==> src/sv/mrfr_pkg.sv <==
// ---------------------------------------------------------------------------
// mrfr_pkg
// types, codes and the crc step shared by the modbus rtu receiver
// ---------------------------------------------------------------------------
`timescale 1ns / 1ps
`default_nettype none

package mrfr_pkg;

  typedef enum logic [1:0] {
    OP_BYTE = 2'd0,
    OP_TICK = 2'd1,
    OP_REQ  = 2'd2,
    OP_NOP  = 2'd3
  } op_t;

  typedef struct packed {
    op_t        op;
    logic [7:0] data;
    logic       node_ok;
  } item_t;

  typedef enum logic [3:0] {
    ST_IDLE      = 4'd0,
    ST_RECV      = 4'd1,
    ST_OVF       = 4'd2,
    ST_REQ_OK    = 4'd3,
    ST_ILL_FN    = 4'd4,
    ST_REPLY_OK  = 4'd5,
    ST_REPLY_ERR = 4'd6,
    ST_CRC_BAD   = 4'd7,
    ST_BAD_LEN   = 4'd8,
    ST_ACCEPT    = 4'd9,
    ST_REFUSE    = 4'd10
  } status_t;

  localparam logic [1:0] CFG_OWN_ADDR      = 2'd0;
  localparam logic [1:0] CFG_SILENCE_LIMIT = 2'd1;
  localparam logic [1:0] CFG_REPLY_TIMEOUT = 2'd2;

  localparam logic [7:0]  OWN_ADDR_RST      = 8'd1;
  localparam logic [15:0] SILENCE_LIMIT_RST = 16'd750;
  localparam logic [31:0] REPLY_TIMEOUT_RST = 32'd1000000;

  localparam logic [15:0] CRC_INIT = 16'hFFFF;
  localparam logic [15:0] CRC_POLY = 16'hA001;

  localparam logic [7:0] FN_READ_HOLDING = 8'h03;
  localparam logic [7:0] FN_READ_INPUT   = 8'h04;

  localparam logic [7:0] NODE_BROADCAST = 8'h00;
  localparam logic [7:0] NODE_RESERVED  = 8'hFF;

  localparam int HDR_BYTES = 6;

  function automatic logic [15:0] crc16_byte(input logic [15:0] crc, input logic [7:0] b);
    logic [15:0] c;
    c = crc ^ {8'h00, b};
    for (int i = 0; i < 8; i++) begin
      if (c[0]) begin
        c = (c >> 1) ^ CRC_POLY;
      end else begin
        c = c >> 1;
      end
    end
    return c;
  endfunction

endpackage

`default_nettype wire

==> src/sv/mrfr_front.sv <==
// ---------------------------------------------------------------------------
// mrfr_front
// accepts input items, classifies them and queues them for the back end
// ---------------------------------------------------------------------------
`timescale 1ns / 1ps
`default_nettype none

module mrfr_front (
  input  wire logic          clk,
  input  wire logic          rst_n,
  input  wire logic          in_tvalid,
  output logic               in_tready,
  input  wire logic [1:0]    in_kind,
  input  wire logic [7:0]    in_rx_byte,
  input  wire logic [7:0]    in_target_node,
  output logic               q_valid,
  output mrfr_pkg::item_t    q_item,
  input  wire logic          q_pop
);
  import mrfr_pkg::*;

  localparam int QDEPTH = 4;
  localparam int PTR_W  = $clog2(QDEPTH);
  localparam int CNT_W  = $clog2(QDEPTH + 1);

  item_t              slot_r [QDEPTH];
  logic [PTR_W-1:0]   wr_ptr_r, wr_ptr_nxt;
  logic [PTR_W-1:0]   rd_ptr_r, rd_ptr_nxt;
  logic [CNT_W-1:0]   cnt_r, cnt_nxt;
  item_t              item_in;
  logic               push;

  // classify
  always_comb begin
    item_in.op      = op_t'(in_kind);
    item_in.data    = (op_t'(in_kind) == OP_REQ) ? in_target_node : in_rx_byte;
    item_in.node_ok = (in_target_node != NODE_BROADCAST) && (in_target_node != NODE_RESERVED);
  end

  assign in_tready = (cnt_r != CNT_W'(QDEPTH));
  assign push      = in_tvalid && in_tready;
  assign q_valid   = (cnt_r != '0);
  assign q_item    = slot_r[rd_ptr_r];

  always_comb begin
    wr_ptr_nxt = push ? wr_ptr_r + PTR_W'(1) : wr_ptr_r;
    rd_ptr_nxt = q_pop ? rd_ptr_r + PTR_W'(1) : rd_ptr_r;
    cnt_nxt    = cnt_r;
    if (push && !q_pop) begin
      cnt_nxt = cnt_r + CNT_W'(1);
    end else if (!push && q_pop) begin
      cnt_nxt = cnt_r - CNT_W'(1);
    end
  end

  always_ff @(posedge clk) begin
    if (!rst_n) begin
      wr_ptr_r <= '0;
      rd_ptr_r <= '0;
      cnt_r    <= '0;
    end else begin
      wr_ptr_r <= wr_ptr_nxt;
      rd_ptr_r <= rd_ptr_nxt;
      cnt_r    <= cnt_nxt;
    end
  end

  always_ff @(posedge clk) begin
    if (push) begin
      slot_r[wr_ptr_r] <= item_in;
    end
  end

endmodule

`default_nettype wire

==> src/sv/mrfr_back.sv <==
// ---------------------------------------------------------------------------
// mrfr_back
// frame assembly, crc check, timers and result register
// ---------------------------------------------------------------------------
`timescale 1ns / 1ps
`default_nettype none

module mrfr_back #(
  parameter int FRAME_BYTES = 64
) (
  input  wire logic          clk,
  input  wire logic          rst_n,
  input  wire logic          cfg_we,
  input  wire logic [1:0]    cfg_index,
  input  wire logic [31:0]   cfg_wdata,
  input  wire logic          q_valid,
  input  wire mrfr_pkg::item_t q_item,
  output logic               q_pop,
  output logic               out_valid,
  input  wire logic          out_ready,
  output mrfr_pkg::status_t  out_status,
  output logic [15:0]        out_start_register,
  output logic [15:0]        out_register_count,
  output logic [7:0]         out_function_code
);
  import mrfr_pkg::*;

  localparam int CNT_W = $clog2(FRAME_BYTES + 1);

  logic [7:0]       own_addr_r;
  logic [15:0]      sil_limit_r;
  logic [31:0]      timeout_r;

  logic             in_frame_r, in_frame_nxt;
  logic             ovf_r, ovf_nxt;
  logic [CNT_W-1:0] cnt_r, cnt_nxt;
  logic [15:0]      crc_r, crc_nxt;
  logic [15:0]      sil_r, sil_nxt;
  logic [7:0]       awaited_r, awaited_nxt;
  logic [31:0]      wait_r, wait_nxt;
  logic [7:0]       hdr_r [HDR_BYTES];
  logic             hdr_we;
  logic [2:0]       hdr_idx;

  logic             out_valid_r;
  status_t          status_r, status_nxt;
  logic [15:0]      start_r, start_nxt;
  logic [15:0]      count_r, count_nxt;
  logic [7:0]       fn_r, fn_nxt;

  logic             ovf_base;
  logic [CNT_W-1:0] cnt_base;
  logic [15:0]      crc_base;
  logic [31:0]      wait_inc;
  logic [7:0]       awaited_tick;
  logic [15:0]      sil_inc;
  logic [CNT_W-1:0] need;
  logic             is_read;

  assign q_pop      = q_valid && (!out_valid_r || out_ready);
  assign out_valid  = out_valid_r;
  assign out_status = status_r;
  assign out_start_register = start_r;
  assign out_register_count = count_r;
  assign out_function_code  = fn_r;

  assign is_read = (hdr_r[1] == FN_READ_HOLDING) || (hdr_r[1] == FN_READ_INPUT);

  always_comb begin
    in_frame_nxt = in_frame_r;
    ovf_nxt      = ovf_r;
    cnt_nxt      = cnt_r;
    crc_nxt      = crc_r;
    sil_nxt      = sil_r;
    awaited_nxt  = awaited_r;
    wait_nxt     = wait_r;
    hdr_we       = 1'b0;
    hdr_idx      = cnt_r[2:0];
    status_nxt   = ST_IDLE;
    start_nxt    = '0;
    count_nxt    = '0;
    fn_nxt       = '0;

    ovf_base = in_frame_r ? ovf_r : 1'b0;
    cnt_base = in_frame_r ? cnt_r : '0;
    crc_base = in_frame_r ? crc_r : CRC_INIT;
    wait_inc = (wait_r == 32'hFFFF_FFFF) ? wait_r : wait_r + 32'd1;
    sil_inc  = (sil_r == 16'hFFFF) ? sil_r : sil_r + 16'd1;
    awaited_tick = awaited_r;
    if ((awaited_r != NODE_BROADCAST) && (wait_inc > timeout_r)) begin
      awaited_tick = NODE_BROADCAST;
    end
    need = (awaited_tick != NODE_BROADCAST) ? CNT_W'(7) : CNT_W'(8);

    case (q_item.op)
      OP_BYTE: begin
        in_frame_nxt = 1'b1;
        ovf_nxt      = ovf_base;
        cnt_nxt      = cnt_base;
        crc_nxt      = crc_base;
        hdr_idx      = cnt_base[2:0];
        if (!ovf_base) begin
          if (cnt_base >= CNT_W'(FRAME_BYTES)) begin
            ovf_nxt = 1'b1;
          end else begin
            hdr_we  = (cnt_base < CNT_W'(HDR_BYTES));
            crc_nxt = crc16_byte(crc_base, q_item.data);
            cnt_nxt = cnt_base + CNT_W'(1);
          end
        end
        sil_nxt    = '0;
        status_nxt = ST_RECV;
      end
      OP_TICK: begin
        if (awaited_r != NODE_BROADCAST) begin
          wait_nxt = wait_inc;
        end
        awaited_nxt = awaited_tick;
        if (!in_frame_r) begin
          status_nxt = ST_IDLE;
        end else begin
          sil_nxt = sil_inc;
          if (sil_inc < sil_limit_r) begin
            status_nxt = ST_RECV;
          end else begin
            in_frame_nxt = 1'b0;
            if (ovf_r) begin
              status_nxt = ST_OVF;
            end else if (cnt_r < need) begin
              awaited_nxt = NODE_BROADCAST;
              status_nxt  = ST_BAD_LEN;
            end else if (crc_r != 16'h0000) begin
              awaited_nxt = NODE_BROADCAST;
              status_nxt  = ST_CRC_BAD;
            end else if ((awaited_tick == NODE_BROADCAST) && (hdr_r[0] == own_addr_r)) begin
              fn_nxt = hdr_r[1];
              if (is_read) begin
                status_nxt = ST_REQ_OK;
                start_nxt  = {hdr_r[2], hdr_r[3]};
                count_nxt  = {hdr_r[4], hdr_r[5]};
              end else begin
                status_nxt = ST_ILL_FN;
              end
            end else if ((awaited_tick != NODE_BROADCAST) && (hdr_r[0] == awaited_tick)) begin
              awaited_nxt = NODE_BROADCAST;
              status_nxt  = is_read ? ST_REPLY_OK : ST_REPLY_ERR;
            end else begin
              status_nxt = ST_IDLE;
            end
          end
        end
      end
      OP_REQ: begin
        if (!q_item.node_ok || in_frame_r || (awaited_r != NODE_BROADCAST)) begin
          status_nxt = ST_REFUSE;
        end else begin
          in_frame_nxt = 1'b0;
          ovf_nxt      = 1'b0;
          cnt_nxt      = '0;
          crc_nxt      = CRC_INIT;
          sil_nxt      = '0;
          awaited_nxt  = q_item.data;
          wait_nxt     = '0;
          status_nxt   = ST_ACCEPT;
        end
      end
      default: begin
        status_nxt = in_frame_r ? ST_RECV : ST_IDLE;
      end
    endcase
  end

  always_ff @(posedge clk) begin
    if (!rst_n) begin
      own_addr_r  <= OWN_ADDR_RST;
      sil_limit_r <= SILENCE_LIMIT_RST;
      timeout_r   <= REPLY_TIMEOUT_RST;
    end else if (cfg_we) begin
      case (cfg_index)
        CFG_OWN_ADDR:      own_addr_r  <= cfg_wdata[7:0];
        CFG_SILENCE_LIMIT: sil_limit_r <= cfg_wdata[15:0];
        CFG_REPLY_TIMEOUT: timeout_r   <= cfg_wdata;
        default: ;
      endcase
    end
  end

  always_ff @(posedge clk) begin
    if (!rst_n) begin
      in_frame_r  <= 1'b0;
      ovf_r       <= 1'b0;
      cnt_r       <= '0;
      crc_r       <= CRC_INIT;
      sil_r       <= '0;
      awaited_r   <= NODE_BROADCAST;
      wait_r      <= '0;
      out_valid_r <= 1'b0;
    end else begin
      if (q_pop) begin
        in_frame_r <= in_frame_nxt;
        ovf_r      <= ovf_nxt;
        cnt_r      <= cnt_nxt;
        crc_r      <= crc_nxt;
        sil_r      <= sil_nxt;
        awaited_r  <= awaited_nxt;
        wait_r     <= wait_nxt;
      end
      if (q_pop) begin
        out_valid_r <= 1'b1;
      end else if (out_ready) begin
        out_valid_r <= 1'b0;
      end
    end
  end

  always_ff @(posedge clk) begin
    if (q_pop) begin
      status_r <= status_nxt;
      start_r  <= start_nxt;
      count_r  <= count_nxt;
      fn_r     <= fn_nxt;
    end
    if (q_pop && hdr_we) begin
      hdr_r[hdr_idx] <= q_item.data;
    end
  end

endmodule

`default_nettype wire

==> src/sv/modbus_rtu_frame_receiver_unit.sv <==
// ---------------------------------------------------------------------------
// modbus_rtu_frame_receiver_unit
// modbus rtu frame receiver with crc-16 check, slave and master paths
// ---------------------------------------------------------------------------
// in_* carries one item per handshake: a received byte, a one-microsecond
// tick or a master request notice (selected by in_tuser). every item gives
// exactly one result item on out_*: a status in out_tuser, function code for
// a request to own address, and start register and register count for a good read.
// cfg_we/cfg_index/cfg_wdata write own address, silence limit and reply
// timeout; write them only while no item is in flight.
// with an empty queue, a taken item passes the queue slot and then the result
// register, which raises out_tvalid and holds the result until it is taken.
// throughput: one item per cycle while out_tready is high, set by the crc
// and close step (combinational in the back end); a four-item queue sits
// between accept and execute. the input keeps accepting while a result
// waits, until the queue is full; a stalled out_tready holds the result and
// backs up into the queue. reset (rst_n low, synchronous) empties the queue,
// closes any frame, drops any awaited reply and restores the register
// defaults; the block is ready in the first cycle after reset.
// ---------------------------------------------------------------------------
`timescale 1ns / 1ps
`default_nettype none

module modbus_rtu_frame_receiver_unit #(
  parameter int FRAME_BYTES = 64
) (
  input  wire logic        clk,
  input  wire logic        rst_n,
  input  wire logic        cfg_we,
  input  wire logic [1:0]  cfg_index,
  input  wire logic [31:0] cfg_wdata,
  input  wire logic        in_tvalid,
  output logic             in_tready,
  input  wire logic [15:0] in_tdata,   // rx_byte, target_node
  input  wire logic [1:0]  in_tuser,   // kind
  output logic             out_tvalid,
  input  wire logic        out_tready,
  output logic [39:0]      out_tdata,  // start_register, register_count, function_code
  output logic [3:0]       out_tuser   // status
);
  import mrfr_pkg::*;

  logic        q_valid;
  item_t       q_item;
  logic        q_pop;
  status_t     status;
  logic [15:0] start_register;
  logic [15:0] register_count;
  logic [7:0]  function_code;

  mrfr_front u_front (
    .clk            (clk),
    .rst_n          (rst_n),
    .in_tvalid      (in_tvalid),
    .in_tready      (in_tready),
    .in_kind        (in_tuser),
    .in_rx_byte     (in_tdata[7:0]),
    .in_target_node (in_tdata[15:8]),
    .q_valid        (q_valid),
    .q_item         (q_item),
    .q_pop          (q_pop)
  );

  mrfr_back #(
    .FRAME_BYTES (FRAME_BYTES)
  ) u_back (
    .clk                (clk),
    .rst_n              (rst_n),
    .cfg_we             (cfg_we),
    .cfg_index          (cfg_index),
    .cfg_wdata          (cfg_wdata),
    .q_valid            (q_valid),
    .q_item             (q_item),
    .q_pop              (q_pop),
    .out_valid          (out_tvalid),
    .out_ready          (out_tready),
    .out_status         (status),
    .out_start_register (start_register),
    .out_register_count (register_count),
    .out_function_code  (function_code)
  );

  assign out_tuser = status;
  assign out_tdata = {function_code, register_count, start_register};

endmodule

`default_nettype wire

==> config.mk <==
export PLATFORM = sky130hd
export DESIGN_NAME = modbus_rtu_frame_receiver_unit
export DESIGN_NICKNAME = d
export VERILOG_FILES = /design/src/sv/mrfr_pkg.sv /design/src/sv/mrfr_front.sv /design/src/sv/mrfr_back.sv /design/src/sv/modbus_rtu_frame_receiver_unit.sv
export SDC_FILE = /design/constraint.sdc
export NUM_CORES = 1
export LEC_CHECK = 0
export BUFFER_PORTS_ARGS = -buffer_cell sky130_fd_sc_hd__clkbuf_2
export CAP_MARGIN = 30
export CORE_MARGIN = 2
export CORE_UTILIZATION = 61
export DETAILED_ROUTE_END_ITERATION = 8
export PLACE_DENSITY = 0.81
export RECOVER_POWER = 25
export REMOVE_ABC_BUFFERS = 1
export SETUP_SLACK_MARGIN = 0.2
export SKIP_CTS_REPAIR_TIMING = 1
export SLEW_MARGIN = 20
export SYNTH_ARGS = -nofsm -noshare
export SYNTH_HDL_FRONTEND = slang
export SYNTH_HIERARCHICAL = 1
export SYNTH_SLANG_ARGS = --single-unit
==> constraint.sdc <==
create_clock -name clk -period 6.5 [get_ports clk]
set_input_delay 0.975 -clock clk [delete_from_list [all_inputs] [get_ports clk]]
set_output_delay 0.975 -clock clk [all_outputs]
set_load 0.03 [all_outputs]
==> results.json <==
{
  "clk_path_buf_depth": 3,
  "fmax_mhz": 172,
  "synth_seq_area_share": 0.506,
  "route.met2.wl_um": 14100,
  "pre_cts_slack_ns": 0.506,
  "tightest_slew_ns": 2.67,
  "area_delta_synth_final_pct": 13.1,
  "fin_crit_sh": 0.892,
  "synth_most_common_cell": "nand2_1",
  "path_buf_inv": 2,
  "reg2reg_slack_ns": 0.70,
  "min_to": "u_back/timeout_r[25]",
  "synthesis.instances": 1351,
  "cts_root_buf": "clkbuf_16",
  "cts_tree": "built",
  "path_class": "reg -> reg",
  "seqPwrFrac": 0.394,
  "drt-total-wl_um": 29800,
  "num_rows": 55,
  "worstPathArrival_ns": 6.23,
  "slowest_delay_ns": 0.54,
  "wl_met1_um": 12900,
  "rsz0062_at_grt": "no",
  "avgRoutedWirePerCell_um": 17.0,
  "cpMaxStageDelayCell": "a2111oi_1",
  "num_vias": 10300,
  "yosys.area.top_type": "edfxtp_1",
  "clock_latency_ns": 0.56,
  "cts_max_level": 1,
  "overflow": 0,
  "crit_family": "simple AND/OR/NAND/NOR gates",
  "hp-start": "u_back/timeout_r[25]",
  "grt_max_degree": 73,
  "top_layer": "met4",
  "synth_top_area_frac": 0.294,
  "first_global_vias": 9668,
  "vias_per_cell": 5.89,
  "crit_required_ns": 6.93,
  "cp-end-kind": "register",
  "setup_viol": 0,
  "p_leak_nw": 6.06,
  "netlist_area_mm2": 0.0139,
  "met3_length_um": 1960,
  "ys.flop_type": "dfxtp_1",
  "path_cells": "and4_1 -> nand4_2 -> or2_2 -> or3_1 -> nand4_1 -> nor2_1 -> xor2_1 -> ha_1 -> a21o_1 -> nand3_1 -> a21oi_1 -> a2111oi_1 -> o2111ai_2 -> a21oi_4 -> inv_1 -> ha_1 -> o21a_1 -> o21ai_0 -> and2_1 -> nor2_1 -> inv_1 -> nor4_4 -> and2b_2 -> and2_1",
  "synth_area_leaders": "edfxtp_1, dfxtp_1, ha_1",
  "powerDensity_mw_per_mm2": 384,
  "r2r_cells": 24,
  "grt_pass1_wl_um": 47900,
  "slew_viol_final": 73,
  "maxCapViolCount": 1,
  "antenna_left": 0,
  "p_int_w": 0.00393,
  "drive_above_1_share": 0.136,
  "failed_checks": "capacitance limit, slew limit",
  "clock_skew_ns": 0.0157,
  "finalCriticalPeriod_ns": 5.80,
  "switching_share": 0.349,
  "p_switching_w": 0.00211,
  "vdd_drop_max_mv": 0.283,
  "ys_warn_count": 6,
  "reg2reg_from": "u_back/wait_r[4]",
  "min_path_type": "reg -> reg",
  "avgSynthCellArea_um2": 10.3,
  "grt_antenna_before_repair": 0,
  "synth_edf_count": 136,
  "core_area_mm2": 0.0225,
  "port_buffers": 102,
  "antenna-diode-count": 0,
  "path_clk_slew_ns": 0.06,
  "power_frac_clock": 0.300,
  "firstDrtPassIters": 6,
  "dpl.hpwl_um": 20100,
  "outcome": "finished with violations",
  "relSlewSlack": -0.779,
  "fin_tns_setup_ns": 0,
  "yosys-top-cells-count": "nand2_1, dfxtp_1, edfxtp_1",
  "synth.distinct_cells": 76,
  "cts-buffers-inserted": 29,
  "power_frac_comb": 0.306,
  "start_kind": "register",
  "async_flop_share": 0,
  "drcViolationCount": 0,
  "die_width_um": 155,
  "finalHoldViolCount": 0,
  "crit_path_max_fanout": 16,
  "pin_count": 103,
  "worst_slack_ns": 0.699,
  "die_area_mm2": 0.0240,
  "hold_path_depth": 2,
  "clkSinkCount": 283,
  "synth_seq_cells": 283,
  "regToRegEndpoint": "u_back/out_start_register[10]",
  "drt_iter0_markers": 738,
  "initial_core_util": 0.617,
  "die_h_um": 155,
  "nNetsFinal": 1556,
  "routabilityCongestion": 0.903,
  "grt.total_usage": 0.246
}
[power groups by stage]
stage / Clock, W / Combinational [W] / Sequential [W]
global placement: 0 / 0.00176 / 0.00241
floorplan: 0 / 0.00105 / 0.00264
global route: 0.00192 / 0.00200 / 0.00241
detailed placement: 0 / 0.00182 / 0.00241
CTS: 0.00184 / 0.00183 / 0.00238
finish: 0.00181 / 0.00185 / 0.00238
[per-stage QoR]
stage,total power (W),hold slack [ns],utilization,instance area [µm²],cells
after global routing,0.00633,0.482,0.698,15700,1748
after CTS,0.00605,0.467,0.696,15700,1744
after global placement,0.00418,0.452,0.647,14600,1687
after detailed placement,0.00423,0.458,0.648,14600,1690
final,0.00604,0.465,0.698,15700,1748
after floorplan,0.00369,0.443,-,13600,1292
[kinds of logic (layout without fill, tap and decap cells)]
logic type | count (synthesis) | in the layout | synth area share
mux | 32 | 32 | 0.0340
buf+inv | 120 | 231 | 0.0353
compound gates | 251 | 251 | 0.121
simple gates | 514 | 515 | 0.192
flops | 283 | 283 | 0.506
fa+ha+maj | 59 | 59 | 0.0537
xor+xnor | 92 | 92 | 0.0580
[cell usage in the layout, fill, tap and decap left out, types with 25 or more instances in the layout]
cell | Yosys | layout
and2_1 | 61 | 57
xnor2_1 | 48 | 48
xor2_1 | 44 | 44
a21oi_1 | 38 | 38
ha_1 | 58 | 58
o21ai_0 | 53 | 53
inv_1 | 61 | 61
dfxtp_1 | 147 | 147
a21boi_0 | 44 | 45
nand4_1 | 25 | 25
nor2_1 | 72 | 72
nand2_1 | 173 | 173
clkbuf_16 | 0 | 30
nand3_1 | 34 | 34
edfxtp_1 | 136 | 136
nor2b_1 | 41 | 41
clkbuf_2 | 1 | 98
[worst register-to-register path: stages, from the launching register on]
cell and delay (ns):
dfxtp_1 0.44, and4_1 0.30, nand4_2 0.18, or2_2 0.35
or3_1 0.41, nand4_1 0.25, nor2_1 0.13, xor2_1 0.16
ha_1 0.19, a21o_1 0.15, nand3_1 0.08, a21oi_1 0.07
a2111oi_1 0.54, o2111ai_2 0.32, a21oi_4 0.32, inv_1 0.10
ha_1 0.29, o21a_1 0.10, o21ai_0 0.06, and2_1 0.18
nor2_1 0.10, inv_1 0.09, nor4_4 0.33, and2b_2 0.36
and2_1 0.17
[state kept, by name, summed over array words and instances (netlist names), named ones only]
register	count
u_back/cnt_r	7
u_back/ovf_r	1
u_back/own_addr_r	8
u_back/awaited_r	8
u_back/out_start_register	16
u_back/out_function_code	8
u_back/out_status	4
u_front/cnt_r	3
u_front/slot_r	44
u_front/wr_ptr_r	2
u_back/out_register_count	16
u_back/hdr_r	48
u_back/in_frame_r	1
u_back/timeout_r	32
u_back/wait_r	32
u_back/crc_r	16
u_back/out_valid	1
u_front/rd_ptr_r	2
u_back/sil_r	16
u_back/sil_limit_r	16
[routing by layer]
layer	up-vias	track usage
li1	5010	-
met1	4839	0.335
met2	368	0.405
met3	75	0.0362
met4	0	0.0855
met5	-	0
[worst max-delay path by stage]
stage / depth (start not counted) / from / slack (ns) / endpoint
2_1_floorplan: 24 / u_back/wait_r[5] / 1.35 / u_back/awaited_r[4]
3_3_place_gp: 24 / u_back/wait_r[4] / 0.64 / u_back/out_start_register[15]
3_5_place_dp: 24 / u_back/wait_r[4] / 0.51 / u_back/out_start_register[1]
4_1_cts: 24 / u_back/wait_r[4] / 0.40 / u_back/out_register_count[7]
5_1_grt: 24 / u_back/wait_r[4] / 0.30 / u_back/out_register_count[14]
6_report: 24 / u_back/wait_r[4] / 0.70 / u_back/out_start_register[10]
[final cells by class]
cell class | count | area, µm²
Timing Repair Buffer | 116 | 624
Fill cell | 1636 | 6790
Inverter | 61 | 229
Clock buffer | 38 | 831
Tap cell | 285 | 357
Sequential cell | 283 | 7030
Multi-Input combinational cell | 949 | 6400
Clock inverter | 16 | 236
Note: power is estimated with default switching activity, not from simulation.
